### config.mk
export PLATFORM = sky130hd
export DESIGN_NAME = round_robin_thread_scheduler
export DESIGN_NICKNAME = d
export VERILOG_FILES = /design/src/hw/rtl/rrts_pkg.sv /design/src/hw/rtl/round_robin_thread_scheduler.sv /design/src/hw/rtl/rrts_ram.sv /design/src/hw/rtl/rrts_core.sv
export SDC_FILE = /design/constraint.sdc
export NUM_CORES = 2
export LEC_CHECK = 0
export BUFFER_PORTS_ARGS = -buffer_cell sky130_fd_sc_hd__buf_2
export CORE_ASPECT_RATIO = 1.1
export CORE_MARGIN = 1.5
export CORE_UTILIZATION = 53
export DETAILED_ROUTE_END_ITERATION = 10
export PLACE_DENSITY = 0.77
export SETUP_SLACK_MARGIN = 0.1
export SYNTH_ARGS = -nofsm -noshare
export SYNTH_HDL_FRONTEND = slang
export SYNTH_SLANG_ARGS = --single-unit
export TNS_END_PERCENT = 1
### constraint.sdc
create_clock -name clk -period 6.8 [get_ports clk]
set_input_delay 1.7 -clock clk [delete_from_list [all_inputs] [get_ports clk]]
set_output_delay 1.7 -clock clk [all_outputs]
set_load 0.03 [all_outputs]
### src/hw/rtl/rrts_pkg.sv
`timescale 1ns / 1ps
// ----------------------------------------------------------------------------
// rrts_pkg
// Shared types and constants for the round robin thread scheduler.
// ----------------------------------------------------------------------------
package rrts_pkg;

    localparam int MAX_THREADS_DEF = 64;
    localparam int CNT_W           = 31;
    localparam logic [CNT_W-1:0] CNT_MAX = {CNT_W{1'b1}};

    typedef enum logic [1:0] {
        CMD_SPAWN = 2'd0,
        CMD_TERM  = 2'd1,
        CMD_YIELD = 2'd2,
        CMD_QUERY = 2'd3
    } cmd_t;

    typedef enum logic [2:0] {
        ST_OK        = 3'd0,
        ST_INVALID   = 3'd1,
        ST_NO_ID     = 3'd2,
        ST_NOT_FOUND = 3'd3,
        ST_SHUTDOWN  = 3'd4,
        ST_SLEEP     = 3'd5
    } status_t;

    typedef struct packed {
        cmd_t        cmd;
        logic [5:0]  tid;
        logic [31:0] entry_addr;
        logic [7:0]  sleep_count;
    } req_t;

    typedef struct packed {
        status_t          status;
        logic [CNT_W-1:0] value;
        logic [5:0]       running_thread;
        logic [CNT_W-1:0] total_quanta;
    } rsp_t;

endpackage

### src/hw/rtl/round_robin_thread_scheduler.sv
`timescale 1ns / 1ps
// ----------------------------------------------------------------------------
// round_robin_thread_scheduler
// Round robin scheduler: spawn, terminate, yield and query per request.
// Spawn walks the live flags for a free id (free-id walk); terminate compacts
// the ready FIFO, one FIFO entry per cycle while compacting.
// One request at a time; the next is taken while a response waits to be taken.
// Reset is immediate: thread 0 live and running, no clearing pass.
// ----------------------------------------------------------------------------
module round_robin_thread_scheduler #(
    parameter int MAX_THREADS = rrts_pkg::MAX_THREADS_DEF
) (
    input  logic           clk,
    input  logic           rst_n,
    input  logic           req_valid,
    output logic           req_ready,
    input  rrts_pkg::req_t req,
    output logic           rsp_valid,
    input  logic           rsp_ready,
    output rrts_pkg::rsp_t rsp
);

    logic           core_valid;
    logic           core_take;
    rrts_pkg::rsp_t core_rsp;
    logic           rsp_valid_reg, rsp_valid_next;
    rrts_pkg::rsp_t rsp_reg;

    rrts_core #(.MAX_THREADS(MAX_THREADS)) u_core (
        .clk       (clk),
        .rst_n     (rst_n),
        .req_valid (req_valid),
        .req_ready (req_ready),
        .req       (req),
        .rsp_valid (core_valid),
        .rsp_take  (core_take),
        .rsp       (core_rsp)
    );

    assign core_take = !rsp_valid_reg || rsp_ready;
    assign rsp_valid = rsp_valid_reg;
    assign rsp       = rsp_reg;

    always_comb
    begin
        rsp_valid_next = rsp_valid_reg;
        if (core_valid && core_take)
        begin
            rsp_valid_next = 1'b1;
        end
        else if (rsp_ready)
        begin
            rsp_valid_next = 1'b0;
        end
    end

    always_ff @(posedge clk or negedge rst_n)
    begin
        if (!rst_n)
        begin
            rsp_valid_reg <= 1'b0;
        end
        else
        begin
            rsp_valid_reg <= rsp_valid_next;
        end
    end

    always_ff @(posedge clk)
    begin
        if (core_valid && core_take)
        begin
            rsp_reg <= core_rsp;
        end
    end

endmodule

### src/hw/rtl/rrts_ram.sv
`timescale 1ns / 1ps
// ----------------------------------------------------------------------------
// rrts_ram
// Generic single write port, single read port RAM with registered read.
// ----------------------------------------------------------------------------
module rrts_ram #(
    parameter int WIDTH = 8,
    parameter int DEPTH = 64
) (
    input  logic                     clk,
    input  logic                     we,
    input  logic [$clog2(DEPTH)-1:0] waddr,
    input  logic [WIDTH-1:0]         wdata,
    input  logic [$clog2(DEPTH)-1:0] raddr,
    output logic [WIDTH-1:0]         rdata
);

    logic [WIDTH-1:0] mem [DEPTH];

    always_ff @(posedge clk)
    begin
        if (we)
        begin
            mem[waddr] <= wdata;
        end
        rdata <= mem[raddr];
    end

endmodule

### src/hw/rtl/rrts_core.sv
`timescale 1ns / 1ps
// ----------------------------------------------------------------------------
// rrts_core
// Command sequencer: live flags, ready FIFO ring and quantum count memory.
// ----------------------------------------------------------------------------
module rrts_core #(
    parameter int MAX_THREADS = rrts_pkg::MAX_THREADS_DEF
) (
    input  logic           clk,
    input  logic           rst_n,
    input  logic           req_valid,
    output logic           req_ready,
    input  rrts_pkg::req_t req,
    output logic           rsp_valid,
    input  logic           rsp_take,
    output rrts_pkg::rsp_t rsp
);

    localparam int IW = $clog2(MAX_THREADS);
    localparam int CW = $clog2(MAX_THREADS + 1);
    localparam int QW = rrts_pkg::CNT_W;

    typedef enum logic [9:0] {
        S_IDLE      = 10'b0000000001,
        S_SEARCH    = 10'b0000000010,
        S_COMPACT   = 10'b0000000100,
        S_PUSH      = 10'b0000001000,
        S_HEAD_RD   = 10'b0000010000,
        S_HEAD_DATA = 10'b0000100000,
        S_Q_RD      = 10'b0001000000,
        S_Q_DATA    = 10'b0010000000,
        S_QRY_DATA  = 10'b0100000000,
        S_RESP      = 10'b1000000000
    } state_t;

    state_t                state_reg, state_next;
    logic [MAX_THREADS-1:0] live_reg, live_next;
    logic [IW-1:0]         head_reg, head_next;
    logic [CW-1:0]         cnt_reg, cnt_next;
    logic [IW-1:0]         cur_reg, cur_next;
    logic [QW-1:0]         total_reg, total_next;
    logic                  q0_wr_reg, q0_wr_next;
    logic [IW-1:0]         idx_reg, idx_next;
    logic [IW-1:0]         tid_reg, tid_next;
    logic [IW-1:0]         nxt_reg, nxt_next;
    logic [CW-1:0]         rd_reg, rd_next;
    logic [CW-1:0]         w_reg, w_next;
    logic                  pend_reg, pend_next;
    logic [IW-1:0]         qra_reg, qra_next;
    rrts_pkg::status_t     status_reg, status_next;
    logic [QW-1:0]         value_reg, value_next;

    logic          f_we;
    logic [IW-1:0] f_waddr, f_wdata, f_raddr, f_rdata;
    logic          q_we;
    logic [IW-1:0] q_waddr, q_raddr;
    logic [QW-1:0] q_wdata, q_rdata, q_val;

    logic [IW-1:0] tid_idx;
    logic          tid_ok;
    logic          rd_go;

    function automatic logic [IW-1:0] ring(input logic [IW-1:0] a, input logic [CW-1:0] b);
        logic [IW:0] s;
        s = (IW+1)'(a) + (IW+1)'(b);
        if (s >= (IW+1)'(MAX_THREADS))
        begin
            s = s - (IW+1)'(MAX_THREADS);
        end
        return s[IW-1:0];
    endfunction

    function automatic logic [QW-1:0] sat_inc(input logic [QW-1:0] v);
        return (v == rrts_pkg::CNT_MAX) ? v : v + QW'(1);
    endfunction

    rrts_ram #(.WIDTH(IW), .DEPTH(MAX_THREADS)) u_fifo_ram (
        .clk   (clk),
        .we    (f_we),
        .waddr (f_waddr),
        .wdata (f_wdata),
        .raddr (f_raddr),
        .rdata (f_rdata)
    );

    rrts_ram #(.WIDTH(QW), .DEPTH(MAX_THREADS)) u_quanta_ram (
        .clk   (clk),
        .we    (q_we),
        .waddr (q_waddr),
        .wdata (q_wdata),
        .raddr (q_raddr),
        .rdata (q_rdata)
    );

    assign tid_idx   = IW'(req.tid);
    assign tid_ok    = (32'(req.tid) < MAX_THREADS) && live_reg[tid_idx];
    assign q_val     = (qra_reg == '0 && !q0_wr_reg) ? QW'(1) : q_rdata;
    assign rd_go     = rd_reg < cnt_reg;
    assign req_ready = (state_reg == S_IDLE);
    assign rsp_valid = (state_reg == S_RESP);

    always_comb
    begin
        rsp.status         = status_reg;
        rsp.value          = value_reg;
        rsp.running_thread = 6'(cur_reg);
        rsp.total_quanta   = total_reg;
    end

    always_comb
    begin
        state_next  = state_reg;
        live_next   = live_reg;
        head_next   = head_reg;
        cnt_next    = cnt_reg;
        cur_next    = cur_reg;
        total_next  = total_reg;
        q0_wr_next  = q0_wr_reg;
        idx_next    = idx_reg;
        tid_next    = tid_reg;
        nxt_next    = nxt_reg;
        rd_next     = rd_reg;
        w_next      = w_reg;
        pend_next   = 1'b0;
        qra_next    = qra_reg;
        status_next = status_reg;
        value_next  = value_reg;
        f_we        = 1'b0;
        f_waddr     = ring(head_reg, cnt_reg);
        f_wdata     = cur_reg;
        f_raddr     = head_reg;
        q_we        = 1'b0;
        q_waddr     = nxt_reg;
        q_wdata     = sat_inc(q_val);
        q_raddr     = nxt_reg;

        unique case (state_reg)
            S_IDLE:
            begin
                q_raddr = tid_idx;
                if (req_valid)
                begin
                    status_next = rrts_pkg::ST_OK;
                    value_next  = '0;
                    tid_next    = tid_idx;
                    qra_next    = tid_idx;
                    state_next  = S_RESP;
                    unique case (req.cmd)
                        rrts_pkg::CMD_SPAWN:
                        begin
                            if (req.entry_addr == '0)
                            begin
                                status_next = rrts_pkg::ST_INVALID;
                            end
                            else
                            begin
                                idx_next   = '0;
                                state_next = S_SEARCH;
                            end
                        end
                        rrts_pkg::CMD_TERM:
                        begin
                            if (req.tid == '0)
                            begin
                                live_next   = MAX_THREADS'(1);
                                head_next   = '0;
                                cnt_next    = '0;
                                cur_next    = '0;
                                total_next  = QW'(1);
                                q0_wr_next  = 1'b0;
                                status_next = rrts_pkg::ST_SHUTDOWN;
                            end
                            else if (!tid_ok)
                            begin
                                status_next = rrts_pkg::ST_NOT_FOUND;
                            end
                            else
                            begin
                                rd_next    = '0;
                                w_next     = '0;
                                state_next = S_COMPACT;
                            end
                        end
                        rrts_pkg::CMD_YIELD:
                        begin
                            if (req.sleep_count != '0)
                            begin
                                status_next = rrts_pkg::ST_SLEEP;
                            end
                            else
                            begin
                                state_next = S_PUSH;
                            end
                        end
                        rrts_pkg::CMD_QUERY:
                        begin
                            if (!tid_ok)
                            begin
                                status_next = rrts_pkg::ST_NOT_FOUND;
                            end
                            else
                            begin
                                state_next = S_QRY_DATA;
                            end
                        end
                        default:
                        begin
                            state_next = S_RESP;
                        end
                    endcase
                end
            end
            S_SEARCH:
            begin
                if (!live_reg[idx_reg])
                begin
                    live_next[idx_reg] = 1'b1;
                    q_we       = 1'b1;
                    q_waddr    = idx_reg;
                    q_wdata    = '0;
                    f_wdata    = idx_reg;
                    if (cnt_reg < CW'(MAX_THREADS))
                    begin
                        f_we     = 1'b1;
                        cnt_next = cnt_reg + CW'(1);
                    end
                    value_next = QW'(idx_reg);
                    state_next = S_RESP;
                end
                else if (idx_reg == IW'(MAX_THREADS - 1))
                begin
                    status_next = rrts_pkg::ST_NO_ID;
                    state_next  = S_RESP;
                end
                else
                begin
                    idx_next = idx_reg + IW'(1);
                end
            end
            S_COMPACT:
            begin
                f_raddr = ring(head_reg, rd_reg);
                f_waddr = ring(head_reg, w_reg);
                f_wdata = f_rdata;
                if (rd_go)
                begin
                    rd_next   = rd_reg + CW'(1);
                    pend_next = 1'b1;
                end
                if (pend_reg && f_rdata != tid_reg)
                begin
                    f_we   = 1'b1;
                    w_next = w_reg + CW'(1);
                end
                if (!rd_go && !pend_reg)
                begin
                    cnt_next           = w_reg;
                    live_next[tid_reg] = 1'b0;
                    if (tid_reg == cur_reg)
                    begin
                        if (w_reg != '0)
                        begin
                            state_next = S_HEAD_RD;
                        end
                        else
                        begin
                            nxt_next   = '0;
                            state_next = S_Q_RD;
                        end
                    end
                    else
                    begin
                        state_next = S_RESP;
                    end
                end
            end
            S_PUSH:
            begin
                if (cnt_reg < CW'(MAX_THREADS))
                begin
                    f_we     = 1'b1;
                    cnt_next = cnt_reg + CW'(1);
                end
                state_next = S_HEAD_RD;
            end
            S_HEAD_RD:
            begin
                state_next = S_HEAD_DATA;
            end
            S_HEAD_DATA:
            begin
                nxt_next   = f_rdata;
                head_next  = (head_reg == IW'(MAX_THREADS - 1)) ? '0 : head_reg + IW'(1);
                cnt_next   = cnt_reg - CW'(1);
                state_next = S_Q_RD;
            end
            S_Q_RD:
            begin
                qra_next   = nxt_reg;
                state_next = S_Q_DATA;
            end
            S_Q_DATA:
            begin
                q_we       = 1'b1;
                cur_next   = nxt_reg;
                total_next = sat_inc(total_reg);
                if (nxt_reg == '0)
                begin
                    q0_wr_next = 1'b1;
                end
                state_next = S_RESP;
            end
            S_QRY_DATA:
            begin
                value_next = q_val;
                state_next = S_RESP;
            end
            S_RESP:
            begin
                if (rsp_take)
                begin
                    state_next = S_IDLE;
                end
            end
            default:
            begin
                state_next = S_IDLE;
            end
        endcase
    end

    always_ff @(posedge clk or negedge rst_n)
    begin
        if (!rst_n)
        begin
            state_reg <= S_IDLE;
            live_reg  <= MAX_THREADS'(1);
            head_reg  <= '0;
            cnt_reg   <= '0;
            cur_reg   <= '0;
            total_reg <= QW'(1);
            q0_wr_reg <= 1'b0;
            pend_reg  <= 1'b0;
        end
        else
        begin
            state_reg <= state_next;
            live_reg  <= live_next;
            head_reg  <= head_next;
            cnt_reg   <= cnt_next;
            cur_reg   <= cur_next;
            total_reg <= total_next;
            q0_wr_reg <= q0_wr_next;
            pend_reg  <= pend_next;
        end
    end

    always_ff @(posedge clk)
    begin
        idx_reg    <= idx_next;
        tid_reg    <= tid_next;
        nxt_reg    <= nxt_next;
        rd_reg     <= rd_next;
        w_reg      <= w_next;
        qra_reg    <= qra_next;
        status_reg <= status_next;
        value_reg  <= value_next;
    end

    a_cnt_bound: assert property (@(posedge clk) disable iff (!rst_n)
        cnt_reg <= CW'(MAX_THREADS))
        else $error("ready count above depth");

    a_head_bound: assert property (@(posedge clk) disable iff (!rst_n)
        32'(head_reg) < MAX_THREADS)
        else $error("head pointer out of range");

    a_zero_live: assert property (@(posedge clk) disable iff (!rst_n)
        live_reg[0])
        else $error("thread zero not live");

    a_cur_live: assert property (@(posedge clk) disable iff (!rst_n)
        state_reg == S_IDLE |-> live_reg[cur_reg])
        else $error("running thread not live");

    a_pend_compact: assert property (@(posedge clk) disable iff (!rst_n)
        pend_reg |-> $past(state_reg) == S_COMPACT)
        else $error("stray read pending");

endmodule

# Word level (Yosys, flattened, before mapping)
# Memory sizes are Yosys's and may differ from the RTL's. A register that Yosys moved wholly into a read port is not among the register bits.
# Index checks and enable logic that the tools add are counted.
dict set report op_classes {
  addsub 14
  n_lt_le_gt_ge 10
  eq_ne 39
  muxes 111
  bitwise_logic 3
  reduce_logical 44
}
# operator n
set op_table {}
lappend op_table {{64-bit two-way mux} 5}
lappend op_table {{31-bit two-way mux} 10}
lappend op_table {{64-bit case mux with 3 select lines} 1}
lappend op_table {{6-bit two-way mux} 22}
lappend op_table {{10-bit two-way mux} 11}
lappend op_table {{31-bit case mux with 3 select lines} 1}
lappend op_table {{7-bit two-way mux} 13}
lappend op_table {{10-bit case mux with 9 select lines} 1}
lappend op_table {{6-bit case mux with 2 select lines} 6}
lappend op_table {{64-bit AND} 1}
lappend op_table {{64-bit inverter} 1}
lappend op_table {{64-bit bitwise OR} 1}
lappend op_table {{31-bit by 1-bit adder with 31-bit output (second input constant)} 2}
lappend op_table {{31-bit == test (second input constant)} 2}
lappend op_table {{31-bit case mux with 2 select lines} 1}
lappend op_table {{10-bit case mux with 4 select lines} 1}
lappend op_table {{7-bit case mux with 5 select lines} 1}
lappend op_table {{32-bit logical NOT} 1}
lappend op_table {{6-bit AND reduction} 5}
lappend op_table {{7-bit case mux with 2 select lines} 2}
lappend op_table {{2-bit by 1-bit inequality test with 1-bit output (second input constant)} 12}
lappend op_table {{6-bit by 7-bit adder with 7-bit output} 3}
lappend op_table {{7-bit by 1-bit adder with 7-bit output (second input constant)} 3}
lappend op_table {{7-bit greater-or-equal comparator (second input constant)} 3}
lappend op_table {{48 further kinds} 112}
dict set report totals {
  ff_bits 270
  ramBits 2368
  input_bits 52
  output_inout_bits 73
  elab_cells 244
  n_memories 2
}
# name depth width rd rd_ports_with_merged_regs write_ports line
set memory_table {}
lappend memory_table {u_core.u_quanta_ram.mem 64 31 1 1 1 rrts_ram.sv:18} ;# logic [WIDTH-1:0] mem [DEPTH];
lappend memory_table {u_core.u_fifo_ram.mem 64 6 1 1 1 rrts_ram.sv:18}

# Depth between registers and ports, before layout
dict set report logic_depth {
  word_depth 8
  ltp_mapped 19
  depth_no_buf 15
}

# Hierarchy
# Synthesis repeated with hierarchy kept, for this count alone.
dict set report unflattened {
  cells_unflattened 5727
  hier_area_um2 107012.6
}
# module instances cells_each area_per_inst_um2 seq_area_each_um2
set by_module_without_submodules {}
lappend by_module_without_submodules {{rrts_ram at u_core.u_quanta_ram} 1 3418 76305.7 60197.7}
lappend by_module_without_submodules {{rrts_ram at u_core.u_fifo_ram} 1 729 15205.8 11651.2}
lappend by_module_without_submodules {rrts_core 1 1505 13315.3 5318.9}
lappend by_module_without_submodules {round_robin_thread_scheduler 1 75 2185.8 2157.1}

# Least setup slack after synthesis
# No wires, ideal clock.
dict set report synth_timing {
  kind {flip-flop to flip-flop}
  from {reg u_core.qra_reg[2]}
  to {mem u_core.u_quanta_ram.mem[0][24] (netlist bit) (data pin)}
  setup_time_ps 722
  arrival_ps 5035
  t_required_ps 6078
  path_slack_ps 1043
  stages_incl_launch_ff 11
  path_buffers 1
  synth_period_minus_slack_ps 5757
  cell_sequence {edfxtp_1 -> or4_1 -> or2_1 -> buf_2 -> nand2b_1 -> ha_1 -> nand3_1 -> or3_1 -> nor2_1 -> a21oi_1 -> a211oi_1}
}
dict set report synth_via {
  elab_chain_len 7
  word_cells_on_any_way 8
  classes_between {add/sub (1); eq/ne (1); mux (4); reduce/logical (2)}
}
# item line
set synth_rtl {}
lappend synth_rtl {{from (decl)} rrts_core.sv:49} ;# logic [IW-1:0] qra_reg, qra_next;
lappend synth_rtl {{from (signal assigned)} rrts_core.sv:365} ;# qra_reg <= qra_next;
lappend synth_rtl {{6-bit logical NOT (*)} rrts_core.sv:97} ;# assign q_val = (qra_reg == '0 && !q0_wr_reg) ? QW'(1) : q_rdata;
lappend synth_rtl {{1-bit logical AND (*)} rrts_core.sv:97}
lappend synth_rtl {{31-bit two-way mux (*)} rrts_core.sv:97}
lappend synth_rtl {{31-bit by 1-bit adder with 31-bit output or 31-bit == test (tied branches)} rrts_core.sv:74} ;# return (v == rrts_pkg::CNT_MAX) ? v : v + QW'(1);
lappend synth_rtl {{31-bit two-way mux (*)} rrts_core.sv:74}
lappend synth_rtl {{31-bit two-way mux} rrts_core.sv:215} ;# if (!live_reg[idx_reg])
lappend synth_rtl {{31-bit two-way mux (*)} rrts_core.sv:137} ;# unique case (state_reg)
lappend synth_rtl {{named net u_core.q_wdata[24]} rrts_core.sv:57} ;# logic [QW-1:0] q_wdata, q_rdata, q_val;
lappend synth_rtl {{to (decl)} rrts_ram.sv:18}
# The timed path passes the listed nets; every way through them passes the cells marked *.

# Final worst setup path
dict set report layout_timing {
  from {reg u_core.idx_reg[1]}
  to {mem u_core.u_quanta_ram.mem[48][0] (netlist bit), enable pin}
}
dict set report layout_via {
  elab_chain_len 6
  word_cells_on_any_way 8
  classes_between {mux (8)}
}
# item line
set layout_rtl {}
lappend layout_rtl {{from (decl)} rrts_core.sv:43} ;# logic [IW-1:0] idx_reg, idx_next;
lappend layout_rtl {{from (signal assigned)} rrts_core.sv:360} ;# idx_reg <= idx_next;
lappend layout_rtl {{1-bit binary-select mux with 6-bit select} rrts_core.sv:215}
lappend layout_rtl {{1-bit two-way mux (not written as such)} rrts_core.sv:215}
lappend layout_rtl {{1-bit two-way mux} rrts_core.sv:215}
lappend layout_rtl {{1-bit case mux with 2 select lines} rrts_core.sv:137}
lappend layout_rtl {{1-bit two-way mux} rrts_ram.sv:22} ;# if (we)
lappend layout_rtl {{1-bit two-way mux (not written as such)} rrts_ram.sv:24} ;# mem[waddr] <= wdata;
# Parallel ways exist; a longest one is shown, timed or not. The select of a mux whose other input is x is not followed.

==> run_results.csv <==
group,metric,value,unit
clocking,cts_post_setup_buffers_inserted,0,
clocking,cts_max_level,4,
timing,hold_viol,0,
setup_path,end_kind,"register",
global_routing,grt_pass1_wl,471000,microns
yosys,postSynthCellCount,8028,
detailed_routing,met3_length,44900,microns
detailed_routing,top_layer_used,"met5",
cells_and_area,num-nets-final,8231,
die,rows,174,
clocking,cts-root-buf,"clkbuf_16",
detailed_routing,routed_wl,325000,microns
yosys,ys_warn_count,0,
power,vdd_ir_drop_max,0.000339,V
yosys,ys_types,110,
cells_and_area,layout-drive-gt1-share,13.0,%
cells_and_area,largest_reg_flops,1984,
clocking,clock_sinks,2675,
clocking,cts_buffers,235,
detailed_routing,wire_per_inst,29.3,microns
cells_and_area,utilization,59.8,%
die,die_w,436,microns
clocking,cts_max_path_buffers,3,
setup_path,reg2reg_slack,1.01,ns
die,coreArea,205000,sq um
yosys,ys_async_sr_fraction,4.75,%
setup_path,arrival,6.28,ns
clocking,clkTransAtPathRegs,0.06,ns
clocking,cts_resized,0,
detailed_routing,first_pass_iters,8,
timing,finClkSkew,0.0869,ns
place,port_buffers,124,
die,io_pins,125,
clocking,cts_tree,"built",
detailed_routing,dr_total_vias,73400,
yosys,synth_nets,8113,
yosys,syn_area,109000,sq um
detailed_routing,drc_errors,0,
yosys,yosysSeqAreaShare,72.6,%
place,globalplace.congestion,0.962,
timing,rsz0062_at_grt,"no",
detailed_routing,wl_met1,111000,microns
timing,post-route-period-util,85.1,%
detailed_routing,routed_via_density,6.62,
setup_path,path_max_fanout,31,
detailed_routing,wl_met2,148000,microns
power,p_per_area,406,nW/um^2
cells_and_area,syn_to_final_growth,12.0,%
die,start_util,53.4,%
yosys,synth_edf_count,2511,
setup_path,critPathRequiredTime,7.29,ns
global_routing,grt-ovfl-total,0,
power,p_leak,41.4,nW
flow_run,drv_cap,0,
outcome,status,"complete, no violations",
timing,worst_slew_pin_slew,1.36,ns
timing,maxSlewViolCount,0,
die,die_area,209000,sq um
timing,fmax,173,MHz
yosys,synth_seq_cells,2675,
cells_and_area,final_cell_mix,"edfxtp_1, nand2_1, nand3_1",
detailed_routing,drt-initial-drc-count,12400,
min_path,hold_class,"reg2reg",
timing,min_period,5.79,ns
yosys,ys.flop_type,"edfxtp_1",
detailed_routing,drtAntennaViolNets,0,
die,die_h,479,microns
place,preCtsSetupSlack,1.16,ns
timing,slew_headroom,8.76,%
timing,final.setup.tns,0,ns
timing,setup_violations,0,
global_routing,antenna_found_initial,21,
clocking,cts_hold_buf,0,
place,dp_hpwl,193000,microns
global_routing,grt_max_degree,170,
yosys,syn_avg_cell_area,13.6,sq um
timing,worst_slack,1.01,ns
setup_path,critPathKind,"reg2reg",
setup_path,critPathLaunchType,"register",
cells_and_area,final_common_cell,"edfxtp_1",
clocking,clkLatencyLatePin,0.95,ns
global_routing,track_usage,30.6,%
global_routing,first_global_vias,70500,
timing,fin_worst_hold_slack,0.419,ns
## cells by family after synthesis
| kind of cell | count (synthesis) | share of synthesized area, % |
|---|---|---|
| buffers and inverters | 542 | 2.24 |
| muxes | 266 | 4.16 |
| DFF | 2675 | 72.6 |
| AOI/OAI and AO/OA | 838 | 5.11 |
| xor gates and xnor gates | 92 | 0.744 |
| and+or+nand+nor | 3582 | 14.7 |
| adders and majority gates | 33 | 0.399 |
## metrics by stage
step	total power (W)	cells	area, sq um
CTS	0.0490	11100	122000
detailed placement	0.0354	10600	114000
floorplan	0.0291	8028	109000
global route	0.0507	11100	122000
global placement	0.0350	10600	114000
finish	0.0496	11100	122000
## critical path: stages, from the launching register on
cell	delay (ns)
edfxtp_1	0.94
buf_4	0.47
mux2i_1	0.22
o21ai_0	0.11
a221oi_1	0.52
a2111oi_4	0.17
nor4_4	0.39
buf_4	0.26
buf_4	0.49
nand2_1	0.34
a21boi_2	0.40
nor2_4	1.04
## path summary, 6_finish.rpt
path / startpoint / to / cells past startpoint
max: u_core.idx_reg[1] / u_core.u_quanta_ram.mem[48][0] / 11
min: u_core.value_reg[26] / rsp[63] / 0
max reg2reg: u_core.idx_reg[1] / u_core.u_quanta_ram.mem[48][0] / 11
min reg2reg: u_core.value_reg[26] / rsp[63] / 0
max in group asynchronous: rst_n / u_core.live_reg[10] / 2
min in group asynchronous: rst_n / u_core.total_reg[6] / 2
## per-layer routing
| metal | GRT usage [%] | vias to the layer above |
|---|---|---|
| met5 | 0 | - |
| met4 | 17.4 | 24 |
| met3 | 8.40 | 1088 |
| met2 | 47.0 | 5937 |
| met1 | 39.6 | 36000 |
| li1 | - | 30300 |
## cell type report
type	instances	area [sq um]
Clock inverter	135	1720
Inverter	39	146
Multi-Input combinational cell	4811	28500
Sequential cell	2675	79300
Tap cell	2728	3410
Clock buffer	311	6360
Antenna cell	8	20.0
Fill cell	14700	82300
Timing Repair Buffer	384	2900
## report_power, final
| part | internal (W) | switching (W) | leakage, nW |
|---|---|---|---|
| clock network | 0.00771 | 0.00618 | 3.91 |
| logic | 0.00339 | 0.0111 | 13.0 |
| registers | 0.0207 | 0.000499 | 24.5 |
## Yosys cell counts (13+ instances only)
cell type / n / area share (%)
a2111oi_0: 33 / 0.26
a211oi_1: 76 / 0.52
a21oi_1: 198 / 0.91
a22o_1: 15 / 0.12
a22oi_1: 24 / 0.16
a311oi_1: 27 / 0.22
a31oi_1: 80 / 0.46
a32o_1: 36 / 0.33
and2_1: 51 / 0.29
and3_1: 101 / 0.58
and4_1: 13 / 0.10
buf_1: 45 / 0.15
buf_2: 123 / 0.56
buf_4: 52 / 0.36
clkbuf_1: 274 / 0.94
dfrtp_1: 124 / 2.8
dfxtp_1: 37 / 0.68
edfxtp_1: 2511 / 69
ha_1: 30 / 0.34
inv_1: 36 / 0.12
mux2i_1: 101 / 0.93
mux4_2: 144 / 3.0
nand2_1: 1805 / 6.2
nand3_1: 1052 / 4.8
nand4_1: 80 / 0.46
nor2_1: 245 / 0.84
nor2b_1: 18 / 0.10
nor3_1: 88 / 0.40
nor4_1: 34 / 0.19
o211ai_1: 15 / 0.10
o21ai_0: 180 / 0.82
o22ai_1: 36 / 0.21
xnor2_1: 38 / 0.30
xor2_1: 53 / 0.42
Power figures use the tool's default switching activity.
